[src/cbd_pkg.sv]
// ----------------------------------------------------------------------------
// Console bus decoder package
// Item types, opcode and route codes, address map constants and the
// controller/datapath command and status groups.
// ----------------------------------------------------------------------------
package cbd_pkg;

   localparam int ADDR_W    = 16;
   localparam int RECIP_W   = 17;
   localparam int EXP_BYTES = 8160;
   localparam int EXP_AW    = 13;

   localparam logic [1:0] OP_READ  = 2'd0;
   localparam logic [1:0] OP_WRITE = 2'd1;
   localparam logic [1:0] OP_TICK  = 2'd2;

   localparam logic [2:0] ROUTE_RAM  = 3'd0;
   localparam logic [2:0] ROUTE_PPU  = 3'd1;
   localparam logic [2:0] ROUTE_IO   = 3'd2;
   localparam logic [2:0] ROUTE_EXP  = 3'd3;
   localparam logic [2:0] ROUTE_SRAM = 3'd4;
   localparam logic [2:0] ROUTE_CART = 3'd5;
   localparam logic [2:0] ROUTE_NONE = 3'd6;

   localparam logic [15:0] PPU_BASE  = 16'h2000;
   localparam logic [15:0] IO_BASE   = 16'h4000;
   localparam logic [15:0] EXP_BASE  = 16'h4020;
   localparam logic [15:0] SRAM_BASE = 16'h6000;
   localparam logic [15:0] CART_BASE = 16'h8000;
   localparam logic [15:0] DMA_ADDR  = 16'h4014;
   localparam logic [15:0] PAD0_ADDR = 16'h4016;
   localparam logic [15:0] PAD1_ADDR = 16'h4017;
   localparam logic [15:0] EXP_SIZE  = 16'h1FE0;
   localparam logic [15:0] EXP_FOLD  = 16'h3FC0; // two expansion spans

   localparam logic [2:0] PHASE_ODD_SLOT = 3'd3;
   localparam logic [2:0] PHASE_LAST     = 3'd5;

   typedef struct packed {
      logic [1:0]  opcode;
      logic [15:0] address;
      logic [7:0]  write_data;
      logic [7:0]  ext_read_data;
      logic [7:0]  pad0_buttons;
      logic [7:0]  pad1_buttons;
   } req_item_type;

   typedef struct packed {
      logic [2:0]  route;
      logic [15:0] bus_address;
      logic [7:0]  data_out;
      logic [7:0]  oam_index;
      logic        oam_write;
      logic        cpu_enable;
      logic        dma_busy;
   } rsp_item_type;

   typedef struct packed {
      logic clear_en;
      logic load_item;
      logic decode_en;
      logic look_en;
      logic commit_en;
   } cmd_type;

   typedef struct packed {
      logic clear_last;
   } status_type;

   typedef enum logic [4:0] {
      ST_CLEAR  = 5'b00001,
      ST_IDLE   = 5'b00010,
      ST_DECODE = 5'b00100,
      ST_LOOK   = 5'b01000,
      ST_COMMIT = 5'b10000
   } state_type;

   function automatic logic [2:0] region_of(input logic [15:0] a);
      logic [2:0] r;
      if (a < PPU_BASE) begin
         r = ROUTE_RAM;
      end else if (a < IO_BASE) begin
         r = ROUTE_PPU;
      end else if (a < EXP_BASE) begin
         r = ROUTE_IO;
      end else if (a < SRAM_BASE) begin
         r = ROUTE_EXP;
      end else if (a < CART_BASE) begin
         r = ROUTE_SRAM;
      end else begin
         r = ROUTE_CART;
      end
      return r;
   endfunction

endpackage

[src/cbd_ctrl.sv]
// ----------------------------------------------------------------------------
// Console bus decoder controller
// Sequences the clearing pass and the decode / lookup / commit steps of each
// item, and owns the result valid flag.
// ----------------------------------------------------------------------------
module cbd_ctrl (
   input  logic                clock,
   input  logic                reset,
   input  logic                req_valid,
   output logic                req_stall,
   output logic                rsp_valid,
   input  logic                rsp_stall,
   input  cbd_pkg::status_type status,
   output cbd_pkg::cmd_type    cmd
);
   import cbd_pkg::*;

   state_type state_ff, state_in;
   logic      rsp_valid_ff, rsp_valid_in;
   logic      commit_fire;

   // commit only when the output register is free or being emptied
   assign commit_fire = (state_ff == ST_COMMIT) && (!rsp_valid_ff || !rsp_stall);

   always_comb begin
      state_in = state_ff;
      case (state_ff)
         ST_CLEAR: begin
            if (status.clear_last) state_in = ST_IDLE;
         end
         ST_IDLE: begin
            if (req_valid) state_in = ST_DECODE;
         end
         ST_DECODE: begin
            state_in = ST_LOOK;
         end
         ST_LOOK: begin
            state_in = ST_COMMIT;
         end
         ST_COMMIT: begin
            if (commit_fire) state_in = ST_IDLE;
         end
         default: begin
            state_in = ST_CLEAR;
         end
      endcase
   end

   assign rsp_valid_in = commit_fire || (rsp_valid_ff && rsp_stall);

   always_ff @(posedge clock) begin
      if (reset) begin
         state_ff     <= ST_CLEAR;
         rsp_valid_ff <= 1'b0;
      end else begin
         state_ff     <= state_in;
         rsp_valid_ff <= rsp_valid_in;
      end
   end

   assign cmd.clear_en  = (state_ff == ST_CLEAR);
   assign cmd.load_item = (state_ff == ST_IDLE) && req_valid;
   assign cmd.decode_en = (state_ff == ST_DECODE);
   assign cmd.look_en   = (state_ff == ST_LOOK);
   assign cmd.commit_en = commit_fire;

   assign req_stall = (state_ff != ST_IDLE);
   assign rsp_valid = rsp_valid_ff;

endmodule

[config.mk]
export PLATFORM = sky130hd
export DESIGN_NAME = cbd_ctrl
export DESIGN_NICKNAME = d
export VERILOG_FILES = /design/src/cbd_pkg.sv /design/src/cbd_ctrl.sv
export SDC_FILE = /design/constraint.sdc
export NUM_CORES = 1
export LEC_CHECK = 0
export BUFFER_PORTS_ARGS = -buffer_cell sky130_fd_sc_hd__clkbuf_2
export CORE_AREA = 10 10 47 49
export DETAILED_ROUTE_END_ITERATION = 10
export DIE_AREA = 0 0 57 59
export PLACE_DENSITY_LB_ADDON = 0.15
export SLEW_MARGIN = 10
export SYNTH_ARGS = -nofsm -noshare
export SYNTH_HDL_FRONTEND = slang
export SYNTH_SLANG_ARGS = --single-unit
export TNS_END_PERCENT = 10
[constraint.sdc]
create_clock -name clock -period 1.2 [get_ports clock]
set_input_delay 0.24 -clock clock [delete_from_list [all_inputs] [get_ports clock]]
set_output_delay 0.24 -clock clock [all_outputs]
set_load 0.02 [all_outputs]
==> results.ini <==
[status]
status=finished with violations
violations=negative setup slack

[critical_path]
arrival_ns=1.26
endpoint_kind=primary output
cp_data_required_time_ns=0.96
path_class=flip-flop to primary output
reg2reg_slack_ns=-0.12
cp_max_fo=5
startpoint_type=flip-flop

[global_routing]
grt_max_degree=9
antenna_found_initial=0
track_usage=0.0653
grt_pass1_wl_mm=1.78
grt.overflow.total=0
grt_pass1_vias=420

[sta]
max-slew-margin-rel=0.792
finalMaxSlewViolations=0
max_freq_mhz=667
worstMarginPinSlew_ns=0.312
hold_viol_final=0
finalClockSkew_ns=0.000670
rsz0062_at_grt=true
fin_crit_ns=1.50
whs_ns=0.244
min_period_over_period=1.25
setup_viol=9
fin_ws_ns=-0.298

[cts]
cts_buffers=3
root_buffer=clkbuf_4
clockBufferDepth=2
cts_tree=done
htreeDepth=1
path_clk_slew_ns=0.05
clock-sinks=6
hold_buffers=0
clock_latency_ns=0.24

[synthesis]
synth_nets=51
synth_area_per_cell_um2=8.68
synth_seq_area_share=0.301
synthDistinctLibCells=27
synth-async-reset-ratio=0
synth-main-ff-cell=dfxtp_1
synth_warnings=0
synth-seq-cells=6
yosys.area.top_type_share=0.301
synthTopCellsByArea=dfxtp_1 (30%), buf_4 (5.6%), buf_6 (5.6%), nor2b_1 (4.7%), a21oi_1 (3.8%)
syn-cell-area_um2=399
syn-instance-count=46
yosysTopAreaCell=dfxtp_1
synth_edf_count=0

[drt]
highest_layer=met3
wl_mm=1.07
drt_iter0_drc=0
wl_met3_um=69
routed_via_density=4.94
wl_per_cell_um=12.8
wl_met2_um=545
ant_nets=0
met1_length_um=452
drc=0
drtPass1Iterations=1
vias=410

[layout]
finalNonFillerCells=83
fillers=150
n_antenna_cell=0
syn2layout_area_growth_pct=51.7
drive_gt1_frac=0.567
postLayoutCellArea_um2=606
fin_nets=74
layout_common_cells=buf_4 (14), clkbuf_2 (6), dfxtp_4 (4)
layout_commonest_cell=buf_4

[run]
max-cap-violations=0

[power_and_ir_drop]
static-leakage-power_nw=0.260
vdd_ir_drop_max_v=0.000572
powerDensity_mw_per_mm2=1460
p_total_w=0.000884

[floorplanning]
num_rows=14
chipWidth_um=57
core-area_mm2=0.00140
dieArea_mm2=0.00336
start_util=0.285
pin_count=12
fp.dieH_um=59

[hold_path]
hold_path_class=input pin to flip-flop

[place]
placed_area_um2=523
place_inst=78
io_buffers=11
hpwlAfterDp_um=818
place.gp.congestion=0.679

per-layer routing:
layer,vias up,track usage
li1,209,-
met5,-,0
met3,0,0.0343
met4,0,0.0302
met1,193,0.0653
met2,8,0.110
synth_stat cells, drive strengths merged, types with 2 or more instances:
cell type	count
nor3	2
nand2	3
o21ai	3
nor2	3
nor2b	3
and3	2
buf	5
nand3b	2
a21oi	3
dfxtp	6
worst paths after layout:
kind,from,cells past startpoint,end
worst max register to register,state_ff[2],6,state_ff[2]
worst min-delay path,reset,2,state_ff[3]
worst min register to register,rsp_valid,2,rsp_valid
worst max-delay path,state_ff[2],3,cmd[3]
power by group:
group	total [W]	switching [W]	internal, W
clock	0.000188	0.0000745	0.000113
combinational	0.000417	0.000185	0.000232
sequential	0.000279	0.0000513	0.000228
worst max-delay path, stage by stage (launching register included):
cell and delay [ns]:
dfxtp_4 0.37, nor4_4 0.29, and3_4 0.22, buf_4 0.13
cell families (layout without fill, tap and decap cells):
group / Yosys count / after routing / share of synthesized area
compound gates: 11 / 11 / 0.182
xor+xnor: 2 / 2 / 0.0439
buf+inv: 6 / 27 / 0.122
flops: 6 / 6 / 0.301
simple gates: 21 / 21 / 0.351
registers in the layout, summed over array words and instances, names as in the netlist:
| register | cells |
|---|---|
| rsp_valid | 1 |
| state_ff | 5 |
area by class of cell:
class / count / area, um2 / area share
Clock buffer: 3 / 22.5 / 0.0372
Inverter: 1 / 3.75 / 0.00620
Multi-Input combinational cell: 34 / 267 / 0.440
Sequential cell: 6 / 136 / 0.225
Tap cell: 16 / 20.0 / 0.0331
Timing Repair Buffer: 23 / 156 / 0.258
stage by stage:
step	TNS, ns	utilization	setup slack (ns)
2_1_floorplan	-0.00780	-	-0.00780
3_3_place_gp	-0.846	0.373	-0.126
3_5_place_dp	-0.718	0.373	-0.116
4_1_cts	-1.89	0.407	-0.321
5_1_grt	-2.24	0.432	-0.332
6_report	-1.71	0.432	-0.298
timing repair:
| action | in CTS | in global routing |
|---|---|---|
| setup endpoints to repair | 9 | 10 |
| gates resized for setup | 9 | 13 |
| pin swaps | 4 | 3 |
| buffers inserted | 1 | 1 |
(Power assumes the default switching activity.)
